`config.mk`:
```
export PLATFORM = sky130hd
export DESIGN_NAME = lpt_core_assignment
export DESIGN_NICKNAME = d
export VERILOG_FILES = /design/src/hw/rtl/lpt_pkg.sv /design/src/hw/rtl/lpt_core_assignment.sv /design/src/hw/rtl/lpt_ctrl.sv /design/src/hw/rtl/lpt_dp.sv
export SDC_FILE = /design/constraint.sdc
export NUM_CORES = 2
export LEC_CHECK = 0
export ABC_AREA = 1
export BUFFER_PORTS_ARGS = -buffer_cell sky130_fd_sc_hd__buf_2
export CAP_MARGIN = 20
export CORE_MARGIN = 4
export CORE_UTILIZATION = 28
export DETAILED_ROUTE_END_ITERATION = 16
export SYNTH_ARGS = -nofsm -noshare
export SYNTH_HDL_FRONTEND = slang
export SYNTH_SLANG_ARGS = --single-unit
```
`constraint.sdc`:
```
create_clock -name clock -period 4.35 [get_ports clock]
set_clock_uncertainty 0.05 [all_clocks]
set_input_delay 0.87 -clock clock [delete_from_list [all_inputs] [get_ports clock]]
set_output_delay 0.87 -clock clock [all_outputs]
set_load 0.005 [all_outputs]
```
`src/hw/rtl/lpt_pkg.sv`:
```
`default_nettype none
package lpt_pkg;

   localparam int unsigned MAX_ITEMS      = 64;
   localparam int unsigned MAX_CORE_COUNT = 64;
   localparam int unsigned COST_W         = 16;
   localparam int unsigned IDX_W          = 6;
   localparam int unsigned CNT_W          = 7;
   localparam int unsigned CORE_W         = 6;
   localparam int unsigned LOAD_W         = 22;
   localparam int unsigned NCORE_W        = 7;
   localparam logic [NCORE_W-1:0] CORE_COUNT_RESET = 7'd64;

   typedef enum logic [3:0] {
      ST_IDLE,
      ST_SEL_RD,
      ST_SEL_CMP,
      ST_MIN_RD,
      ST_MIN_CMP,
      ST_ASSIGN,
      ST_ELD_RD,
      ST_ELD_CMP,
      ST_EIT_RD,
      ST_EIT_CMP,
      ST_CLEAR
   } state_type;

   typedef struct packed {
      logic load;
      logic sel_init;
      logic sel_step;
      logic min_init;
      logic min_step;
      logic assign_item;
      logic emit_init;
      logic eload;
      logic emit;
      logic idx_step;
      logic next_core;
      logic clear;
   } cmd_type;

   typedef struct packed {
      logic idx_last;
      logic core_last;
      logic rank_last;
      logic match;
      logic slot_free;
   } status_type;

endpackage
`default_nettype wire

```
`src/hw/rtl/lpt_core_assignment.sv`:
```
`default_nettype none
// longest-processing-time core assignment. requests carry one item cost each and
// are taken one per cycle while the set is loading; the request marked last closes
// the set and req_stall stays high until every result of that set has been issued
// to the result register and the set is cleared. per rank the items are scanned for
// the largest unpicked cost, then the active cores' loads for the lowest, each scan
// taking a read and a compare state per entry; the item goes to that core. emitting
// walks the item-to-core store per core, holding while a pending result is stalled,
// and a clearing state follows. results come out per core in ascending order, item
// indices ascending, each with the core's final load; overflow marks every result
// of a set in which requests beyond 64 items were dropped. the core count register
// is sampled on the closing request (0 acts as 1, above 64 acts as 64).
module lpt_core_assignment (
   input  wire logic                        clock,
   input  wire logic                        reset,
   input  wire logic                        csr_we,
   input  wire logic [lpt_pkg::NCORE_W-1:0] csr_wdata,
   input  wire logic                        req_valid,
   output logic                             req_stall,
   input  wire logic [lpt_pkg::COST_W-1:0]  req_cost,
   input  wire logic                        req_last,
   output logic                             rsp_valid,
   input  wire logic                        rsp_stall,
   output logic [lpt_pkg::CORE_W-1:0]       rsp_core,
   output logic [lpt_pkg::IDX_W-1:0]        rsp_item_index,
   output logic [lpt_pkg::LOAD_W-1:0]       rsp_core_load,
   output logic                             rsp_last_res,
   output logic                             rsp_overflow
);

   lpt_pkg::cmd_type    cmd;
   lpt_pkg::status_type sts;
   logic                busy;
   logic                req_accept;

   // requests only while loading
   assign req_stall  = busy;
   assign req_accept = req_valid && !busy;

   lpt_ctrl u_ctrl (
      .clock      (clock),
      .reset      (reset),
      .req_accept (req_accept),
      .req_last   (req_last),
      .sts        (sts),
      .busy       (busy),
      .cmd        (cmd)
   );

   lpt_dp u_dp (
      .clock          (clock),
      .reset          (reset),
      .cmd            (cmd),
      .sts            (sts),
      .csr_we         (csr_we),
      .csr_wdata      (csr_wdata),
      .req_cost       (req_cost),
      .rsp_valid      (rsp_valid),
      .rsp_stall      (rsp_stall),
      .rsp_core       (rsp_core),
      .rsp_item_index (rsp_item_index),
      .rsp_core_load  (rsp_core_load),
      .rsp_last_res   (rsp_last_res),
      .rsp_overflow   (rsp_overflow)
   );

endmodule
`default_nettype wire

```
`src/hw/rtl/lpt_ctrl.sv`:
```
`default_nettype none
module lpt_ctrl (
   input  wire logic                clock,
   input  wire logic                reset,
   input  wire logic                req_accept,
   input  wire logic                req_last,
   input  wire lpt_pkg::status_type sts,
   output logic                     busy,
   output lpt_pkg::cmd_type         cmd
);

   lpt_pkg::state_type state_ff, state_in;

   always_ff @(posedge clock) begin
      if (reset) begin
         state_ff <= lpt_pkg::ST_IDLE;
      end else begin
         state_ff <= state_in;
      end
   end

   // next state
   always_comb begin
      state_in = state_ff;
      case (state_ff)
         lpt_pkg::ST_IDLE: begin
            if (req_accept && req_last) state_in = lpt_pkg::ST_SEL_RD;
         end
         lpt_pkg::ST_SEL_RD:  state_in = lpt_pkg::ST_SEL_CMP;
         lpt_pkg::ST_SEL_CMP: begin
            state_in = sts.idx_last ? lpt_pkg::ST_MIN_RD : lpt_pkg::ST_SEL_RD;
         end
         lpt_pkg::ST_MIN_RD:  state_in = lpt_pkg::ST_MIN_CMP;
         lpt_pkg::ST_MIN_CMP: begin
            state_in = sts.core_last ? lpt_pkg::ST_ASSIGN : lpt_pkg::ST_MIN_RD;
         end
         lpt_pkg::ST_ASSIGN: begin
            state_in = sts.rank_last ? lpt_pkg::ST_ELD_RD : lpt_pkg::ST_SEL_RD;
         end
         lpt_pkg::ST_ELD_RD:  state_in = lpt_pkg::ST_ELD_CMP;
         lpt_pkg::ST_ELD_CMP: state_in = lpt_pkg::ST_EIT_RD;
         lpt_pkg::ST_EIT_RD:  state_in = lpt_pkg::ST_EIT_CMP;
         lpt_pkg::ST_EIT_CMP: begin
            if (!(sts.match && !sts.slot_free)) begin
               if (!sts.idx_last) state_in = lpt_pkg::ST_EIT_RD;
               else if (sts.core_last) state_in = lpt_pkg::ST_CLEAR;
               else state_in = lpt_pkg::ST_ELD_RD;
            end
         end
         lpt_pkg::ST_CLEAR: state_in = lpt_pkg::ST_IDLE;
         default: state_in = lpt_pkg::ST_IDLE;
      endcase
   end

   // outputs
   always_comb begin
      cmd  = '0;
      busy = (state_ff != lpt_pkg::ST_IDLE);
      case (state_ff)
         lpt_pkg::ST_IDLE: begin
            cmd.load     = req_accept;
            cmd.sel_init = req_accept && req_last;
         end
         lpt_pkg::ST_SEL_CMP: begin
            cmd.sel_step = 1'b1;
            cmd.min_init = sts.idx_last;
         end
         lpt_pkg::ST_MIN_CMP: cmd.min_step = 1'b1;
         lpt_pkg::ST_ASSIGN: begin
            cmd.assign_item = 1'b1;
            cmd.sel_init    = !sts.rank_last;
            cmd.emit_init   = sts.rank_last;
         end
         lpt_pkg::ST_ELD_CMP: cmd.eload = 1'b1;
         lpt_pkg::ST_EIT_CMP: begin
            if (!(sts.match && !sts.slot_free)) begin
               cmd.emit      = sts.match;
               cmd.idx_step  = !sts.idx_last;
               cmd.next_core = sts.idx_last && !sts.core_last;
            end
         end
         lpt_pkg::ST_CLEAR: cmd.clear = 1'b1;
         default: cmd = '0;
      endcase
   end

endmodule
`default_nettype wire

```
`src/hw/rtl/lpt_dp.sv`:
```
`default_nettype none
module lpt_dp (
   input  wire logic                               clock,
   input  wire logic                               reset,
   input  wire lpt_pkg::cmd_type                   cmd,
   output lpt_pkg::status_type                     sts,
   input  wire logic                               csr_we,
   input  wire logic [lpt_pkg::NCORE_W-1:0]        csr_wdata,
   input  wire logic [lpt_pkg::COST_W-1:0]         req_cost,
   output logic                                    rsp_valid,
   input  wire logic                               rsp_stall,
   output logic [lpt_pkg::CORE_W-1:0]              rsp_core,
   output logic [lpt_pkg::IDX_W-1:0]               rsp_item_index,
   output logic [lpt_pkg::LOAD_W-1:0]              rsp_core_load,
   output logic                                    rsp_last_res,
   output logic                                    rsp_overflow
);

   logic [lpt_pkg::COST_W-1:0]  cost_mem [lpt_pkg::MAX_ITEMS];
   logic [lpt_pkg::CORE_W-1:0]  icore_mem [lpt_pkg::MAX_ITEMS];
   logic [lpt_pkg::LOAD_W-1:0]  load_mem [lpt_pkg::MAX_CORE_COUNT];

   logic [lpt_pkg::COST_W-1:0]  cost_rd_ff;
   logic [lpt_pkg::CORE_W-1:0]  icore_rd_ff;
   logic [lpt_pkg::LOAD_W-1:0]  load_rd_ff;

   logic [lpt_pkg::NCORE_W-1:0] ncores_ff;
   logic [lpt_pkg::CNT_W-1:0]   count_ff;
   logic                        drop_ff;
   logic [lpt_pkg::CORE_W-1:0]  cores_m1_ff, cores_m1_in;
   logic [lpt_pkg::IDX_W-1:0]   idx_ff, rank_ff, ecnt_ff;
   logic [lpt_pkg::CORE_W-1:0]  core_ff;
   logic                        have_best_ff;
   logic [lpt_pkg::COST_W-1:0]  best_cost_ff;
   logic [lpt_pkg::IDX_W-1:0]   best_item_ff;
   logic [lpt_pkg::LOAD_W-1:0]  best_load_ff;
   logic [lpt_pkg::CORE_W-1:0]  best_core_ff;
   logic [lpt_pkg::MAX_ITEMS-1:0]      picked_ff;
   logic [lpt_pkg::MAX_CORE_COUNT-1:0] lvalid_ff;
   logic [lpt_pkg::LOAD_W-1:0]  cur_load_ff;
   logic [lpt_pkg::LOAD_W-1:0]  load_now;
   logic [lpt_pkg::LOAD_W-1:0]  new_load;
   logic [lpt_pkg::IDX_W-1:0]   n_m1;
   logic                        full;

   logic                        rsp_valid_ff;
   logic [lpt_pkg::CORE_W-1:0]  rsp_core_ff;
   logic [lpt_pkg::IDX_W-1:0]   rsp_item_ff;
   logic [lpt_pkg::LOAD_W-1:0]  rsp_load_ff;
   logic                        rsp_last_ff, rsp_ovf_ff;

   assign full     = (count_ff == lpt_pkg::CNT_W'(lpt_pkg::MAX_ITEMS));
   assign n_m1     = lpt_pkg::IDX_W'(count_ff - lpt_pkg::CNT_W'(1));
   assign load_now = lvalid_ff[core_ff] ? load_rd_ff : '0;
   assign new_load = best_load_ff + lpt_pkg::LOAD_W'(best_cost_ff);

   always_comb begin
      cores_m1_in = lpt_pkg::CORE_W'(ncores_ff - lpt_pkg::NCORE_W'(1));
      if (ncores_ff == '0) cores_m1_in = '0;
      else if (ncores_ff > lpt_pkg::NCORE_W'(lpt_pkg::MAX_CORE_COUNT))
         cores_m1_in = lpt_pkg::CORE_W'(lpt_pkg::MAX_CORE_COUNT - 1);
   end

   assign sts.idx_last  = (idx_ff == n_m1);
   assign sts.core_last = (core_ff == cores_m1_ff);
   assign sts.rank_last = (rank_ff == n_m1);
   assign sts.match     = (icore_rd_ff == core_ff);
   assign sts.slot_free = !rsp_valid_ff || !rsp_stall;

   // memories
   always_ff @(posedge clock) begin
      if (cmd.load && !full) cost_mem[count_ff[lpt_pkg::IDX_W-1:0]] <= req_cost;
      cost_rd_ff <= cost_mem[idx_ff];
   end

   always_ff @(posedge clock) begin
      if (cmd.assign_item) icore_mem[best_item_ff] <= best_core_ff;
      icore_rd_ff <= icore_mem[idx_ff];
   end

   always_ff @(posedge clock) begin
      if (cmd.assign_item) load_mem[best_core_ff] <= new_load;
      load_rd_ff <= load_mem[core_ff];
   end

   // payload registers
   always_ff @(posedge clock) begin
      if (cmd.sel_step && !picked_ff[idx_ff] && (!have_best_ff || cost_rd_ff > best_cost_ff)) begin
         best_cost_ff <= cost_rd_ff;
         best_item_ff <= idx_ff;
      end
      if (cmd.min_step && (core_ff == '0 || load_now < best_load_ff)) begin
         best_load_ff <= load_now;
         best_core_ff <= core_ff;
      end
      if (cmd.eload) cur_load_ff <= load_now;
      if (cmd.emit) begin
         rsp_core_ff <= core_ff;
         rsp_item_ff <= idx_ff;
         rsp_load_ff <= cur_load_ff;
         rsp_last_ff <= (ecnt_ff == n_m1);
         rsp_ovf_ff  <= drop_ff;
      end
      if (cmd.sel_init && cmd.load) cores_m1_ff <= cores_m1_in;
   end

   // control state
   always_ff @(posedge clock) begin
      if (reset) begin
         ncores_ff    <= lpt_pkg::CORE_COUNT_RESET;
         count_ff     <= '0;
         drop_ff      <= 1'b0;
         idx_ff       <= '0;
         core_ff      <= '0;
         rank_ff      <= '0;
         ecnt_ff      <= '0;
         have_best_ff <= 1'b0;
         picked_ff    <= '0;
         lvalid_ff    <= '0;
         rsp_valid_ff <= 1'b0;
      end else begin
         if (csr_we) ncores_ff <= csr_wdata;
         if (cmd.load) begin
            if (full) drop_ff <= 1'b1;
            else count_ff <= count_ff + lpt_pkg::CNT_W'(1);
         end
         if (cmd.sel_init) begin
            idx_ff       <= '0;
            have_best_ff <= 1'b0;
         end
         if (cmd.sel_step) begin
            if (!picked_ff[idx_ff]) have_best_ff <= 1'b1;
            idx_ff <= idx_ff + lpt_pkg::IDX_W'(1);
         end
         if (cmd.min_init) core_ff <= '0;
         if (cmd.min_step) core_ff <= core_ff + lpt_pkg::CORE_W'(1);
         if (cmd.assign_item) begin
            picked_ff[best_item_ff] <= 1'b1;
            lvalid_ff[best_core_ff] <= 1'b1;
            rank_ff <= rank_ff + lpt_pkg::IDX_W'(1);
         end
         if (cmd.emit_init) begin
            core_ff <= '0;
            idx_ff  <= '0;
            ecnt_ff <= '0;
         end
         if (cmd.idx_step) idx_ff <= idx_ff + lpt_pkg::IDX_W'(1);
         if (cmd.next_core) begin
            core_ff <= core_ff + lpt_pkg::CORE_W'(1);
            idx_ff  <= '0;
         end
         if (cmd.emit) begin
            ecnt_ff      <= ecnt_ff + lpt_pkg::IDX_W'(1);
            rsp_valid_ff <= 1'b1;
         end else if (!rsp_stall) begin
            rsp_valid_ff <= 1'b0;
         end
         if (cmd.clear) begin
            count_ff  <= '0;
            drop_ff   <= 1'b0;
            rank_ff   <= '0;
            picked_ff <= '0;
            lvalid_ff <= '0;
         end
      end
   end

   assign rsp_valid      = rsp_valid_ff;
   assign rsp_core       = rsp_core_ff;
   assign rsp_item_index = rsp_item_ff;
   assign rsp_core_load  = rsp_load_ff;
   assign rsp_last_res   = rsp_last_ff;
   assign rsp_overflow   = rsp_ovf_ff;

   a_count_range: assert property (@(posedge clock) disable iff (reset)
      count_ff <= lpt_pkg::CNT_W'(lpt_pkg::MAX_ITEMS))
      else $error("item count beyond capacity");

   a_emit_bound: assert property (@(posedge clock) disable iff (reset)
      cmd.emit |-> (lpt_pkg::CNT_W'(ecnt_ff) < count_ff))
      else $error("more results than stored items");

   a_core_bound: assert property (@(posedge clock) disable iff (reset)
      cmd.assign_item |-> (best_core_ff <= cores_m1_ff))
      else $error("item given to inactive core");

   a_no_overwrite: assert property (@(posedge clock) disable iff (reset)
      cmd.emit |-> sts.slot_free)
      else $error("result register overwritten");

endmodule
`default_nettype wire
```
==> out/results.txt <==
top cells by area, synth: edfxtp_1 (71%), nor2_1 (6.2%), o21ai_0 (5.8%)
I/O pins: 67
CTS buffer count: 330
reg-to-reg startpoint: u_dp.core_ff[0]
Reg clk slew, reported paths: 0.06 ns
HP Class: in2reg
Core Region: 439000 um^2
post-route ant nets: 0
flop2flop setup slack: 0.25 ns
final hold violations: 0
worst path required time: 4.90 ns
Tot GR Track Use: 15.1%
Synth Instances: 9639
filler instances: 43.1k
peak supply drop: 0.332 mV
outcome: completed
vias in the first global route: 74.9k
total power: 62000 uW
cell row count: 243
worst-margin pin slew: 1.28 ns
Switching Fraction: 20.6%
Syn Area/Cell: 12.8 um^2
Congestion Overflow GR: 0
Setup WS post-layout: 0.248 ns
H-tree depth: 5
CTS tree: yes
Largest stage delay, worst path: 0.60 ns
largest net degree at the start of global routing: 204
clk_lat worst skew: 0.94 ns
DR DRC count: 0
Post-Route Setup TNS: 0 ns
CP max stage cell: dfxtp_4
total internal power: 49200 uW
R2R Path End: u_dp.best_load_ff[0]
post-synth top area share: 71.1%
syn_nets: 9730
final slew viol count: 0
drt pass-1 iters: 6
hold path depth: 3
Hold Crit Endpoint: u_dp.ncores_ff[3]
die area: 452000 um^2
vias per inst: 5.02
die width: 673 um
Relative slew margins: 14.7%
wire per inst: 22.5 um
clock buffer depth: 4
most frequent cell on the critical path: nand2_1
MaxCap Viol Count: 0
Total Wirelength: 358000 um
placed wire-length estimate: 204000 um
Post-CTS Resized: 0
Logic pwr share: 1.8%
endpoints failing setup: 0
Setup crit end kind: flop
first-pass GRT wire length: 519000 um
Flop pwr share: 53.2%
fin crit share: 94.3%
Startpoint Class: flop
layout cells sized above 1: 10.7%
Place WS: 0.338 ns
chip height: 673 um
max frequency: 244 MHz
hold wc startpoint: csr_wdata[3]
PD cells: 433 nW/um^2
leak pwr: 0.0463 uW
# clock sinks: 3147
# nets final: 9855
crit-path max FO: 71
Yosys warnings: 0
# hold bufs at CTS: 0
initial antenna violation count: 12
PortBufs: 66
Final GP Congestion: 0.849
P&R area growth vs syn: 15.7%
crit path time final: 4.10 ns
NetSw: 12800 uW
CTS Root Buffer Type: clkbuf_16
RSZ-0062 raised after global routing: no
Worst Reg-to-Reg Cells: 17
leading area contributor after synthesis: edfxtp_1
DR vias: 80.0k
worst setup path class: reg2reg
crit-path cells: inv_16 -> o21ai_0 -> nand2_1 -> a21oi_1 -> nand2_1 -> nand3_1 -> nand2_1 -> inv_1 -> buf_4 -> nor2_1 -> ha_1 -> a21oi_1 -> o21ai_0 -> a211oi_1 -> nand2_1 -> a21oi_4 -> buf_12
Worst EP arrival: 4.65 ns
Clk pwr share: 44.9%
Post-CTS Setup Inserts: 0
drt initial violations: 9523
Yosys reg bits: 3147
Yosys cell types: 62
Mapped Area: 124000 um^2
Initial Util: 28.2%
post-synthesis sequential area ratio: 74.7%
## logic make-up (layout without fill, tap and decap cells)
logic type | count (synthesis) | count (layout) | synth area share, %
other | 0 | 8 | 0
XOR/XNOR | 45 | 45 | 0.346
AO/OA/AOI/OAI | 2515 | 2515 | 11.8
flip-flops | 3147 | 3147 | 74.7
buffers and inverters | 863 | 1263 | 2.89
adder cells (fa/ha/maj) | 62 | 62 | 0.633
AND/OR/NAND/NOR | 3007 | 3007 | 9.72
## cell type report
| type | instances | area [um^2] | share of cell area (%) |
|---|---|---|---|
| Tap cell | 5880 | 7360 | 5.14 |
| Clock buffer | 447 | 9100 | 6.36 |
| Multi-Input combinational cell | 5629 | 28400 | 19.8 |
| Inverter | 233 | 927 | 0.648 |
| Timing Repair Buffer | 423 | 3380 | 2.36 |
| Clock inverter | 160 | 1540 | 1.08 |
| Antenna cell | 8 | 20.0 | 0.0140 |
| Sequential cell | 3147 | 92400 | 64.6 |
## synthesized netlist by cell type, drive strengths merged
cell type  count
a21boi         2
a31oi         20
edfxtp      2930
nor3          31
o221ai       158
o22ai        573
a41oi          5
a31o           1
dfxtp        217
a21o           1
nand4        112
a22o          21
xnor2          9
o311ai         8
o21ai       1481
fa             1
ha            61
clkinv         4
nand2        650
a211oi        12
a311oi         1
clkbuf       453
o211ai        50
buf          177
a2111oi        2
or2            8
nand3        149
a32o          11
a21oi        113
nor4           6
a221oi        50
nor2        2051
o21bai         5
o31ai          1
inv          229
xor2          36
## power by group through the flow
stage / clock network, uW / logic [uW] / registers [uW]
after floorplan: 0 / 548 / 33600
after global placement: 0 / 1140 / 33600
after detailed placement: 0 / 1150 / 33600
after CTS: 28300 / 1150 / 33000
after global routing: 29600 / 1240 / 33000
final: 27900 / 1150 / 33000
## registers in the layout, indices dropped and copies added, names as in the netlist, 4 cells and up
register             count
u_dp.picked_ff          64
u_dp.cost_rd_ff         16
u_dp.cur_load_ff        22
u_dp.core_ff             6
u_dp.idx_ff              6
u_dp.icore_mem         384
u_dp.rank_ff             6
u_dp.rsp_core_load      22
u_dp.best_item_ff        6
u_dp.load_rd_ff         22
u_dp.ecnt_ff             6
u_dp.best_load_ff       22
u_dp.rsp_core            6
u_dp.cores_m1_ff         6
u_dp.best_core_ff        6
u_dp.load_mem         1408
u_dp.ncores_ff           7
u_ctrl.state_ff          4
u_dp.icore_rd_ff         6
u_dp.rsp_item_index      6
u_dp.cost_mem         1024
u_dp.lvalid_ff          64
u_dp.best_cost_ff       16
u_dp.count_ff            7
## layer usage
layer  vias to the layer above  share of wire [%]  track usage [%]  wire length [um]
met2                      3402                 48             24.7            170000
met5                         -              0.011                0                41
met3                       674                7.7             2.22             27500
met4                         8                4.0             5.81             14400
met1                     40023                 41             20.2            146000
li1                      35856                  -                -                 -
## worst max-delay path, delay by kind of cell, from the launching register on
| kind | cells | cell delay (ns) |
|---|---|---|
| adder cells (fa/ha/maj) | 1 | 0.32 |
| AND/OR/NAND/NOR | 6 | 0.66 |
| buffers and inverters | 4 | 1.03 |
| flip-flops | 1 | 0.60 |
| AO/OA/AOI/OAI | 6 | 1.07 |
## metrics by stage
stage                     instances  util, %  cell area [um^2]  hold WS (ns)
after floorplan                9639        -            124000         0.350
after global placement        15311     30.1            132000         0.355
after detailed placement      15312     30.2            132000         0.357
after CTS                     15919     32.6            143000        0.0727
after global routing          15921     32.6            143000         0.120
final                         15927     32.6            143000         0.132
## worst max path at each step
stage / to / from / depth (start not counted)
2_1_floorplan: u_dp.load_mem[0][18] / u_dp.best_cost_ff[0] / 12
3_3_place_gp: u_dp.best_core_ff[2] / u_dp.core_ff[0] / 23
3_5_place_dp: u_dp.best_core_ff[1] / u_dp.core_ff[0] / 19
4_1_cts: u_dp.best_load_ff[0] / u_dp.core_ff[0] / 19
5_1_grt: u_dp.best_load_ff[0] / u_dp.core_ff[0] / 22
6_report: u_dp.best_load_ff[0] / u_dp.core_ff[0] / 17
## cells in the final DEF, fill, tap and decap left out, types with 11 or more instances in the layout
| cell | count |
|---|---|
| a211oi_1 | 11 |
| a21oi_1 | 107 |
| a221oi_1 | 47 |
| a22o_1 | 21 |
| a31oi_1 | 20 |
| a32o_1 | 11 |
| buf_12 | 28 |
| buf_2 | 66 |
| buf_4 | 328 |
| bufinv_16 | 22 |
| clkbuf_1 | 87 |
| clkbuf_16 | 339 |
| clkbuf_8 | 21 |
| clkinv_1 | 64 |
| clkinv_2 | 51 |
| dfxtp_1 | 209 |
| edfxtp_1 | 2930 |
| ha_1 | 60 |
| inv_1 | 197 |
| inv_2 | 24 |
| inv_6 | 11 |
| nand2_1 | 639 |
| nand3_1 | 147 |
| nand4_1 | 111 |
| nor2_1 | 1969 |
| nor2_2 | 67 |
| nor2_4 | 14 |
| nor3_1 | 27 |
| o211ai_1 | 50 |
| o21ai_0 | 1435 |
| o21ai_1 | 44 |
| o221ai_1 | 158 |
| o22ai_1 | 573 |
| xor2_1 | 17 |
| xor2_4 | 18 |
No activity file was read; power rests on OpenSTA's default activity.
